$ cat src/design/drt_pkg.sv
// Shared types, constants and codes of the damage rectangle tracker.
package drt_pkg;

  // Default table depth
  localparam int CAPACITY_DEF = 4;

  // Clipping limit for the window registers
  localparam logic [12:0] WIN_MAX = 13'd4096;

  // Operation codes of the mode field
  localparam logic [1:0] MODE_ADD   = 2'd0;
  localparam logic [1:0] MODE_MARK  = 2'd1;
  localparam logic [1:0] MODE_FLUSH = 2'd2;

  // Configuration register indexes
  localparam logic CFG_WIDTH  = 1'b0;
  localparam logic CFG_HEIGHT = 1'b1;

  typedef enum logic [2:0] {
    S_IDLE,
    S_DECODE,
    S_SCAN,
    S_WHOLE,
    S_EMIT
  } state_t;

  // Controller to datapath
  typedef struct packed {
    logic ld_in;       // capture an input transfer, restart the scan
    logic ld_cur;      // capture the clipped rectangle
    logic idx_inc;     // move to the next entry
    logic wr_merge;    // write the bounding box over the current entry
    logic wr_append;   // append the clipped rectangle
    logic set_full;    // switch to whole-window damage
    logic clr_table;   // empty the table and drop full damage
    logic emit_whole;  // load a whole-window result
    logic emit_entry;  // load the current entry as a result
  } cmd_t;

  // Datapath to controller
  typedef struct packed {
    logic [1:0] mode;
    logic       drop;        // add is empty, off the window or redundant
    logic       full_damage;
    logic       count_zero;
    logic       idx_end;     // scan or flush has passed the last entry
    logic       hit;         // current entry overlaps or touches
    logic       table_full;
    logic       emit_last;   // current entry is the last one stored
    logic       out_free;    // output register can take a result
  } status_t;

endpackage

$ cat src/design/drt_ctrl.sv
// Controller state machine of the damage rectangle tracker.
module drt_ctrl (
  input  logic              clk,
  input  logic              rst,
  input  logic              in_valid,
  output logic              in_stall,
  input  drt_pkg::status_t  status,
  output drt_pkg::cmd_t     cmd
);

  drt_pkg::state_t state;
  drt_pkg::state_t state_next;

  // State register
  always_ff @(posedge clk) begin
    if (rst) begin
      state <= drt_pkg::S_IDLE;
    end else begin
      state <= state_next;
    end
  end

  // Next state
  always_comb begin
    state_next = state;
    case (state)
      drt_pkg::S_IDLE: begin
        if (in_valid) state_next = drt_pkg::S_DECODE;
      end
      drt_pkg::S_DECODE: begin
        case (status.mode)
          drt_pkg::MODE_ADD: begin
            state_next = status.drop ? drt_pkg::S_IDLE : drt_pkg::S_SCAN;
          end
          drt_pkg::MODE_FLUSH: begin
            if (status.full_damage) state_next = drt_pkg::S_WHOLE;
            else if (status.count_zero) state_next = drt_pkg::S_IDLE;
            else state_next = drt_pkg::S_EMIT;
          end
          default: state_next = drt_pkg::S_IDLE;
        endcase
      end
      drt_pkg::S_SCAN: begin
        if (status.idx_end || status.hit) state_next = drt_pkg::S_IDLE;
      end
      drt_pkg::S_WHOLE: begin
        if (status.out_free) state_next = drt_pkg::S_IDLE;
      end
      drt_pkg::S_EMIT: begin
        if (status.out_free && status.emit_last) state_next = drt_pkg::S_IDLE;
      end
      default: state_next = drt_pkg::S_IDLE;
    endcase
  end

  // Commands
  always_comb begin
    cmd      = '0;
    in_stall = (state != drt_pkg::S_IDLE);
    case (state)
      drt_pkg::S_IDLE: begin
        cmd.ld_in = in_valid;
      end
      drt_pkg::S_DECODE: begin
        case (status.mode)
          drt_pkg::MODE_ADD:  cmd.ld_cur = !status.drop;
          drt_pkg::MODE_MARK: cmd.set_full = 1'b1;
          default: ;
        endcase
      end
      drt_pkg::S_SCAN: begin
        if (status.idx_end) begin
          cmd.set_full  = status.table_full;
          cmd.wr_append = !status.table_full;
        end else if (status.hit) begin
          cmd.wr_merge = 1'b1;
        end else begin
          cmd.idx_inc = 1'b1;
        end
      end
      drt_pkg::S_WHOLE: begin
        cmd.emit_whole = status.out_free;
        cmd.clr_table  = status.out_free;
      end
      drt_pkg::S_EMIT: begin
        cmd.emit_entry = status.out_free;
        cmd.idx_inc    = status.out_free && !status.emit_last;
        cmd.clr_table  = status.out_free && status.emit_last;
      end
      default: ;
    endcase
  end

  // A result is only loaded into a free output register
  a_emit_free: assert property (@(posedge clk) disable iff (rst)
    (cmd.emit_whole || cmd.emit_entry) |-> status.out_free)
    else $error("result loaded into a busy output register");

  // Merge and append never happen together
  a_one_write: assert property (@(posedge clk) disable iff (rst)
    !(cmd.wr_merge && (cmd.wr_append || cmd.set_full)))
    else $error("table written twice for one add");

endmodule

$ cat src/design/drt_datapath.sv
// Datapath of the damage rectangle tracker: window registers, table and output.
module drt_datapath #(
  parameter int CAPACITY = drt_pkg::CAPACITY_DEF
) (
  input  logic              clk,
  input  logic              rst,
  input  drt_pkg::cmd_t     cmd,
  output drt_pkg::status_t  status,
  input  logic              cfg_we,
  input  logic              cfg_index,
  input  logic [12:0]       cfg_data,
  input  logic [1:0]        mode,
  input  logic [15:0]       rect_x,
  input  logic [15:0]       rect_y,
  input  logic [15:0]       rect_width,
  input  logic [15:0]       rect_height,
  output logic              out_valid,
  input  logic              out_stall,
  output logic [11:0]       out_x,
  output logic [11:0]       out_y,
  output logic [12:0]       out_width,
  output logic [12:0]       out_height,
  output logic              whole_window,
  output logic              last
);

  localparam int CW = $clog2(CAPACITY + 1);
  localparam int IW = (CAPACITY > 1) ? $clog2(CAPACITY) : 1;

  // Window registers
  logic [12:0] window_width;
  logic [12:0] window_height;
  logic [12:0] ww;
  logic [12:0] wh;

  // Captured input transfer
  logic [1:0]  in_mode;
  logic [15:0] in_x;
  logic [15:0] in_y;
  logic [15:0] in_w;
  logic [15:0] in_h;

  // Clipped rectangle being added
  logic [11:0] cur_x;
  logic [11:0] cur_y;
  logic [12:0] cur_r;
  logic [12:0] cur_b;

  // Rectangle table
  logic [11:0] tab_left [CAPACITY];
  logic [11:0] tab_top  [CAPACITY];
  logic [12:0] tab_w    [CAPACITY];
  logic [12:0] tab_h    [CAPACITY];
  logic [CW-1:0] rect_count;
  logic          full_damage;
  logic [CW-1:0] idx;

  logic [12:0] rem_w;
  logic [12:0] rem_h;
  logic [12:0] clip_w;
  logic [12:0] clip_h;
  logic        x_off;
  logic        y_off;

  logic [11:0] el;
  logic [11:0] et;
  logic [13:0] er;
  logic [13:0] eb;
  logic [11:0] mx;
  logic [11:0] my;
  logic [13:0] mr;
  logic [13:0] mb;
  logic [13:0] mw;
  logic [13:0] mh;
  logic        out_free;

  // Configuration writes
  always_ff @(posedge clk) begin
    if (rst) begin
      window_width  <= '0;
      window_height <= '0;
    end else if (cfg_we) begin
      case (cfg_index)
        drt_pkg::CFG_WIDTH:  window_width  <= cfg_data;
        drt_pkg::CFG_HEIGHT: window_height <= cfg_data;
        default: ;
      endcase
    end
  end

  assign ww = (window_width  > drt_pkg::WIN_MAX) ? drt_pkg::WIN_MAX : window_width;
  assign wh = (window_height > drt_pkg::WIN_MAX) ? drt_pkg::WIN_MAX : window_height;

  // Capture the input transfer
  always_ff @(posedge clk) begin
    if (cmd.ld_in) begin
      in_mode <= mode;
      in_x    <= rect_x;
      in_y    <= rect_y;
      in_w    <= rect_width;
      in_h    <= rect_height;
    end
  end

  // Clip to the window
  always_comb begin
    x_off  = ({3'b000, ww} <= in_x);
    y_off  = ({3'b000, wh} <= in_y);
    rem_w  = ww - in_x[12:0];
    rem_h  = wh - in_y[12:0];
    clip_w = (in_w > {3'b000, rem_w}) ? rem_w : in_w[12:0];
    clip_h = (in_h > {3'b000, rem_h}) ? rem_h : in_h[12:0];
  end

  always_ff @(posedge clk) begin
    if (cmd.ld_cur) begin
      cur_x <= in_x[11:0];
      cur_y <= in_y[11:0];
      cur_r <= in_x[12:0] + clip_w;
      cur_b <= in_y[12:0] + clip_h;
    end
  end

  // Current entry and its bounding box with the clipped rectangle
  always_comb begin
    el = tab_left[idx[IW-1:0]];
    et = tab_top[idx[IW-1:0]];
    er = {2'b00, el} + {1'b0, tab_w[idx[IW-1:0]]};
    eb = {2'b00, et} + {1'b0, tab_h[idx[IW-1:0]]};
    mx = (cur_x > el) ? el : cur_x;
    my = (cur_y > et) ? et : cur_y;
    mr = ({1'b0, cur_r} < er) ? er : {1'b0, cur_r};
    mb = ({1'b0, cur_b} < eb) ? eb : {1'b0, cur_b};
    mw = mr - {2'b00, mx};
    mh = mb - {2'b00, my};
  end

  // Table contents
  always_ff @(posedge clk) begin
    if (cmd.wr_merge) begin
      tab_left[idx[IW-1:0]] <= mx;
      tab_top[idx[IW-1:0]]  <= my;
      tab_w[idx[IW-1:0]]    <= mw[12:0];
      tab_h[idx[IW-1:0]]    <= mh[12:0];
    end else if (cmd.wr_append) begin
      tab_left[rect_count[IW-1:0]] <= cur_x;
      tab_top[rect_count[IW-1:0]]  <= cur_y;
      tab_w[rect_count[IW-1:0]]    <= cur_r - {1'b0, cur_x};
      tab_h[rect_count[IW-1:0]]    <= cur_b - {1'b0, cur_y};
    end
  end

  // Fill count and full damage flag
  always_ff @(posedge clk) begin
    if (rst) begin
      rect_count  <= '0;
      full_damage <= 1'b0;
    end else if (cmd.clr_table) begin
      rect_count  <= '0;
      full_damage <= 1'b0;
    end else if (cmd.set_full) begin
      rect_count  <= '0;
      full_damage <= 1'b1;
    end else if (cmd.wr_append) begin
      rect_count <= rect_count + CW'(1);
    end
  end

  // Scan and flush index
  always_ff @(posedge clk) begin
    if (rst) begin
      idx <= '0;
    end else if (cmd.ld_in) begin
      idx <= '0;
    end else if (cmd.idx_inc) begin
      idx <= idx + CW'(1);
    end
  end

  // Output register
  assign out_free = !out_valid || !out_stall;

  always_ff @(posedge clk) begin
    if (rst) begin
      out_valid <= 1'b0;
    end else if (cmd.emit_whole || cmd.emit_entry) begin
      out_valid <= 1'b1;
    end else if (!out_stall) begin
      out_valid <= 1'b0;
    end
  end

  always_ff @(posedge clk) begin
    if (cmd.emit_whole) begin
      out_x        <= '0;
      out_y        <= '0;
      out_width    <= ww;
      out_height   <= wh;
      whole_window <= 1'b1;
      last         <= 1'b1;
    end else if (cmd.emit_entry) begin
      out_x        <= el;
      out_y        <= et;
      out_width    <= tab_w[idx[IW-1:0]];
      out_height   <= tab_h[idx[IW-1:0]];
      whole_window <= 1'b0;
      last         <= status.emit_last;
    end
  end

  // Status to the controller
  always_comb begin
    status.mode        = in_mode;
    status.drop        = full_damage || (in_w == '0) || (in_h == '0) || x_off || y_off;
    status.full_damage = full_damage;
    status.count_zero  = (rect_count == '0);
    status.idx_end     = (idx >= rect_count);
    status.hit         = !(({1'b0, cur_r} < {2'b00, el}) || (er < {2'b00, cur_x}) ||
                           ({1'b0, cur_b} < {2'b00, et}) || (eb < {2'b00, cur_y}));
    status.table_full  = (rect_count >= CW'(CAPACITY));
    status.emit_last   = ((idx + CW'(1)) == rect_count);
    status.out_free    = out_free;
  end

  a_count_range: assert property (@(posedge clk) disable iff (rst)
    rect_count <= CW'(CAPACITY))
    else $error("rectangle count above capacity");

  a_full_empty: assert property (@(posedge clk) disable iff (rst)
    full_damage |-> (rect_count == '0))
    else $error("full damage set with stored rectangles");

  a_flush_clears: assert property (@(posedge clk) disable iff (rst)
    (cmd.emit_entry && status.emit_last) |=> (rect_count == '0) && out_valid && last)
    else $error("final flush result did not clear the table");

  a_whole_last: assert property (@(posedge clk) disable iff (rst)
    (out_valid && whole_window) |-> last)
    else $error("whole-window result without last");

endmodule

$ cat src/design/damage_rect_tracker_core.sv
// A dropped add, mark-all, unused mode or empty flush holds the input while in DECODE;
// a kept add holds it through DECODE and a SCAN of the stored entries that ends with the write.
// A flush loads its first result after DECODE, then one result per cycle while
// the output is not stalled; the input is held until the last result is loaded.
// Throughput: one item in work at a time; the output register frees the input side after that.
// Reset (rst, synchronous) empties the table, clears full damage and the window registers.
module damage_rect_tracker_core #(
  parameter int CAPACITY = drt_pkg::CAPACITY_DEF
) (
  input  logic        clk,
  input  logic        rst,
  input  logic        cfg_we,
  input  logic        cfg_index,
  input  logic [12:0] cfg_data,
  input  logic        in_valid,
  output logic        in_stall,
  input  logic [1:0]  mode,
  input  logic [15:0] rect_x,
  input  logic [15:0] rect_y,
  input  logic [15:0] rect_width,
  input  logic [15:0] rect_height,
  output logic        out_valid,
  input  logic        out_stall,
  output logic [11:0] out_x,
  output logic [11:0] out_y,
  output logic [12:0] out_width,
  output logic [12:0] out_height,
  output logic        whole_window,
  output logic        last
);

  drt_pkg::cmd_t    cmd;
  drt_pkg::status_t status;

  drt_ctrl u_ctrl (
    .clk      (clk),
    .rst      (rst),
    .in_valid (in_valid),
    .in_stall (in_stall),
    .status   (status),
    .cmd      (cmd)
  );

  drt_datapath #(
    .CAPACITY (CAPACITY)
  ) u_datapath (
    .clk          (clk),
    .rst          (rst),
    .cmd          (cmd),
    .status       (status),
    .cfg_we       (cfg_we),
    .cfg_index    (cfg_index),
    .cfg_data     (cfg_data),
    .mode         (mode),
    .rect_x       (rect_x),
    .rect_y       (rect_y),
    .rect_width   (rect_width),
    .rect_height  (rect_height),
    .out_valid    (out_valid),
    .out_stall    (out_stall),
    .out_x        (out_x),
    .out_y        (out_y),
    .out_width    (out_width),
    .out_height   (out_height),
    .whole_window (whole_window),
    .last         (last)
  );

endmodule

$ cat config.mk
export PLATFORM = sky130hd
export DESIGN_NAME = damage_rect_tracker_core
export DESIGN_NICKNAME = d
export VERILOG_FILES = /design/src/design/drt_pkg.sv /design/src/design/drt_ctrl.sv /design/src/design/drt_datapath.sv /design/src/design/damage_rect_tracker_core.sv
export SDC_FILE = /design/constraint.sdc
export NUM_CORES = 1
export LEC_CHECK = 0
export BUFFER_PORTS_ARGS = -buffer_cell sky130_fd_sc_hd__buf_4
export CAP_MARGIN = 20
export CORE_MARGIN = 3
export CORE_UTILIZATION = 45
export CTS_BUF_LIST = sky130_fd_sc_hd__clkbuf_4 sky130_fd_sc_hd__clkbuf_8 sky130_fd_sc_hd__clkbuf_16
export DETAILED_ROUTE_END_ITERATION = 8
export GPL_ROUTABILITY_DRIVEN = 1
export PLACE_DENSITY = 0.7
export SLEW_MARGIN = 30
export SYNTH_ARGS = -nofsm -noshare
export SYNTH_HDL_FRONTEND = slang
export SYNTH_SLANG_ARGS = --single-unit
$ cat constraint.sdc
create_clock -name clk -period 9.5 [get_ports clk]
set_input_delay 0.95 -clock clk [delete_from_list [all_inputs] [get_ports clk]]
set_output_delay 0.95 -clock clk [all_outputs]
set_load 0.01 [all_outputs]
==> flow_summary.toml <==
[logic_synthesis]
seq_area_frac_synth_pct = 48.61
yosys-top-cells-area = "edfxtp_1, ha_1, dfxtp_1, mux4_2, a21oi_1"
synth_top_family_by_area = "adder cells"
synth_area_leader_cell = "edfxtp_1"
yosysMostFrequentCell = "edfxtp_1"
synth_nets = 2397
synth_common_cells = "edfxtp_1, ha_1, a21oi_1"
synth-xor-area-share_pct = 3.900
synth-compound-area-share_pct = 11.93
synth.distinct_cells = 71
synth-edff-count = 342
synthCells = 2056
syn_area_per_cell_um2 = 11.58
synth-seq-cells = 407
synth-main-ff-cell = "edfxtp_1"
synthAdderAreaFrac_pct = 13.77
synth_area_mm2 = 0.02380
synth_top_area_share_pct = 43.14
synthSimpleGateAreaFrac_pct = 10.06
yosys-mux-area-fraction_pct = 8.510
synthArstFlopShare_pct = 0
yosys_warnings = 0

[grt]
grt_overflow = 0
use_met3_pct = 4.209
use_met1_pct = 31.86
busiest_layer = "met2"
antenna_found_initial = 2
grt_max_degree = 75
grt_pass1_wl_um = 96350
grt.total_usage_pct = 22.26
grtUsageMet2_pct = 34.46
grt_pass1_vias = 16784

[power_and_ir_drop]
peakVddDrop_v = 0.0001519
leakagePower_uw = 0.01087
pwr_density_cell_mw_per_mm2 = 192.4
total_power_uw = 5207

[die]
initial_core_util_pct = 45.94
die_x_um = 236.0
die_h_um = 236.0
pin_count = 139
placementRows = 83
core_mm2 = 0.05182
die_area_mm2 = 0.05569

[clock_tree]
clock_path_buffers = 3
clk_pin_slew_ps = 60
clock-sinks = 407
numCtsBuffers = 41
clkLatencyLatePin_ps = 570
tritoncts = "done"
cts_setup_buffers = 0
htreeDepth = 2
cts_resized = 0
ctsHoldBuffers = 0
ctsRootBufferMaster = "clkbuf_16"

[timing]
min_period_ps = 7918
setup_tns_ps = 0
setup_viol = 0
skew_ps = 28.28
worst_slew_pin_slew_ps = 987.9
period_share_pct = 83.35
drv_slew = 0
max_freq_mhz = 126.3
rsz0062_at_grt = "no"
hold_viol = 0
max_slew_margin_pct = 34.14

[setup_path]
crit_slowest_cell = "dfxtp_4"
cp_max_fo = 38
startpoint_type = "register"
path_class = "register to register"
end_kind = "register"
cp_data_arrival_time_ps = 8250
crit_required_ps = 9830
slowest_delay_ps = 910

[place]
io_buffers = 138
gp_congestion = 0.9297
hpwl_um = 48440

[layout]
drive_above_1_share_pct = 15.48
nets = 2544
fillers = 4395
area_growth_pct = 13.72

[hold_path]
min_from = "u_datapath.out_x[4]"
hold_class = "register to register"

[detailed_routing]
antenna_left = 0
num_vias = 16889
route.detailed.drc = 0
via_per_inst = 5.792
totalWireLength_um = 62550
wl_per_cell_um = 21.45
first_pass_iters = 6
drtIter0Drc = 1346

[job]
maxCapViolations = 0

[outcome]
outcome = "finished, final reports clean"
## flip-flops by register name, indices dropped and copies added, names as in the netlist, 13 cells and up, named ones only
signal                    count
u_datapath.in_h              16
u_datapath.tab_h             52
u_datapath.out_width         13
u_datapath.tab_left          48
u_datapath.in_x              16
u_datapath.out_height        13
u_datapath.cur_b             13
u_datapath.window_width      13
u_datapath.tab_top           48
u_datapath.cur_r             13
u_datapath.tab_w             52
u_datapath.in_w              16
u_datapath.in_y              16
u_datapath.window_height     13
## critical path: cells and delay by family (launching register included)
family / cells / cell delay [ps]
buffers and inverters: 3 / 200
AO/OA/AOI/OAI: 12 / 2980
multiplexers: 1 / 670
XOR/XNOR: 2 / 310
flip-flops: 1 / 910
adder cells (fa/ha/maj): 5 / 1620
AND/OR/NAND/NOR: 6 / 960
## logic make-up (layout without fill, tap and decap cells)
group	count (synthesis)	count (layout)
buffers and inverters	201	380
XOR/XNOR	106	106
AO/OA/AOI/OAI	453	453
adder cells (fa/ha/maj)	256	256
other	0	1
AND/OR/NAND/NOR	499	499
multiplexers	134	134
flip-flops	407	407
## power by group
part,internal (uW),leakage (uW),switching (uW)
clock,1010,0.000693,682
sequential,2130,0.00364,36.5
combinational,557,0.00653,791
## routing by layer
metal | routed length [um] | vias to the layer above
met1 | 28270 | 8208
met4 | 1918 | 2
met2 | 27340 | 614
li1 | - | 7955
met3 | 5004 | 110
met5 | 12 | -
## per-stage QoR
| step | hold slack (ps) | std cells | area [um^2] | util (%) | setup WS, ps |
|---|---|---|---|---|---|
| global placement | 442.2 | 2840 | 25660 | 49.51 | 1853 |
| CTS | 454.8 | 2915 | 27070 | 52.23 | 1619 |
| finish | 451.5 | 2916 | 27070 | 52.24 | 1582 |
| floorplan | 431.8 | 2056 | 23800 | - | 2108 |
| global route | 480.9 | 2915 | 27070 | 52.23 | 736.3 |
| detailed placement | 445.4 | 2840 | 25660 | 49.51 | 1669 |
## cells in the final DEF, fill, tap and decap left out, types with 7 or more instances in the layout
| cell | count |
|---|---|
| or3_1 | 13 |
| nand2b_1 | 24 |
| a21oi_1 | 170 |
| xnor2_1 | 66 |
| fa_1 | 10 |
| ha_1 | 246 |
| mux2i_1 | 37 |
| mux4_2 | 50 |
| o21bai_1 | 9 |
| and4_1 | 7 |
| mux2_2 | 42 |
| dfxtp_1 | 63 |
| nor4_1 | 10 |
| inv_1 | 152 |
| nor3_1 | 36 |
| nand4_1 | 18 |
| a211oi_1 | 15 |
| a21o_1 | 51 |
| edfxtp_1 | 342 |
| clkbuf_4 | 9 |
| and3_1 | 8 |
| xor2_1 | 40 |
| o21ai_0 | 86 |
| nand3_1 | 31 |
| a41oi_1 | 8 |
| clkbuf_16 | 41 |
| nor2b_1 | 47 |
| o21a_1 | 22 |
| buf_4 | 153 |
| o211ai_1 | 9 |
| nor2_1 | 112 |
| o21ai_1 | 18 |
| nand2_1 | 162 |
## final timing paths
path,end,slack (ps),cells past startpoint
max reg2reg,u_datapath.tab_w[2][12],1580,29
min reg2reg,u_datapath.out_x[4],450,2
min,u_datapath.out_x[4],450,2
max,u_datapath.tab_w[2][12],1580,29
## final cells by class
| class | count | area [um^2] | area share, % |
|---|---|---|---|
| Antenna cell | 1 | 2.502 | 0.009244 |
| Clock buffer | 52 | 1121 | 4.141 |
| Clock inverter | 23 | 287.8 | 1.063 |
| Inverter | 152 | 570.5 | 2.108 |
| Multi-Input combinational cell | 1448 | 11510 | 42.53 |
| Sequential cell | 407 | 11580 | 42.76 |
| Tap cell | 680 | 850.8 | 3.143 |
| Timing Repair Buffer | 153 | 1149 | 4.243 |
No activity file was read; power rests on OpenSTA's default activity.
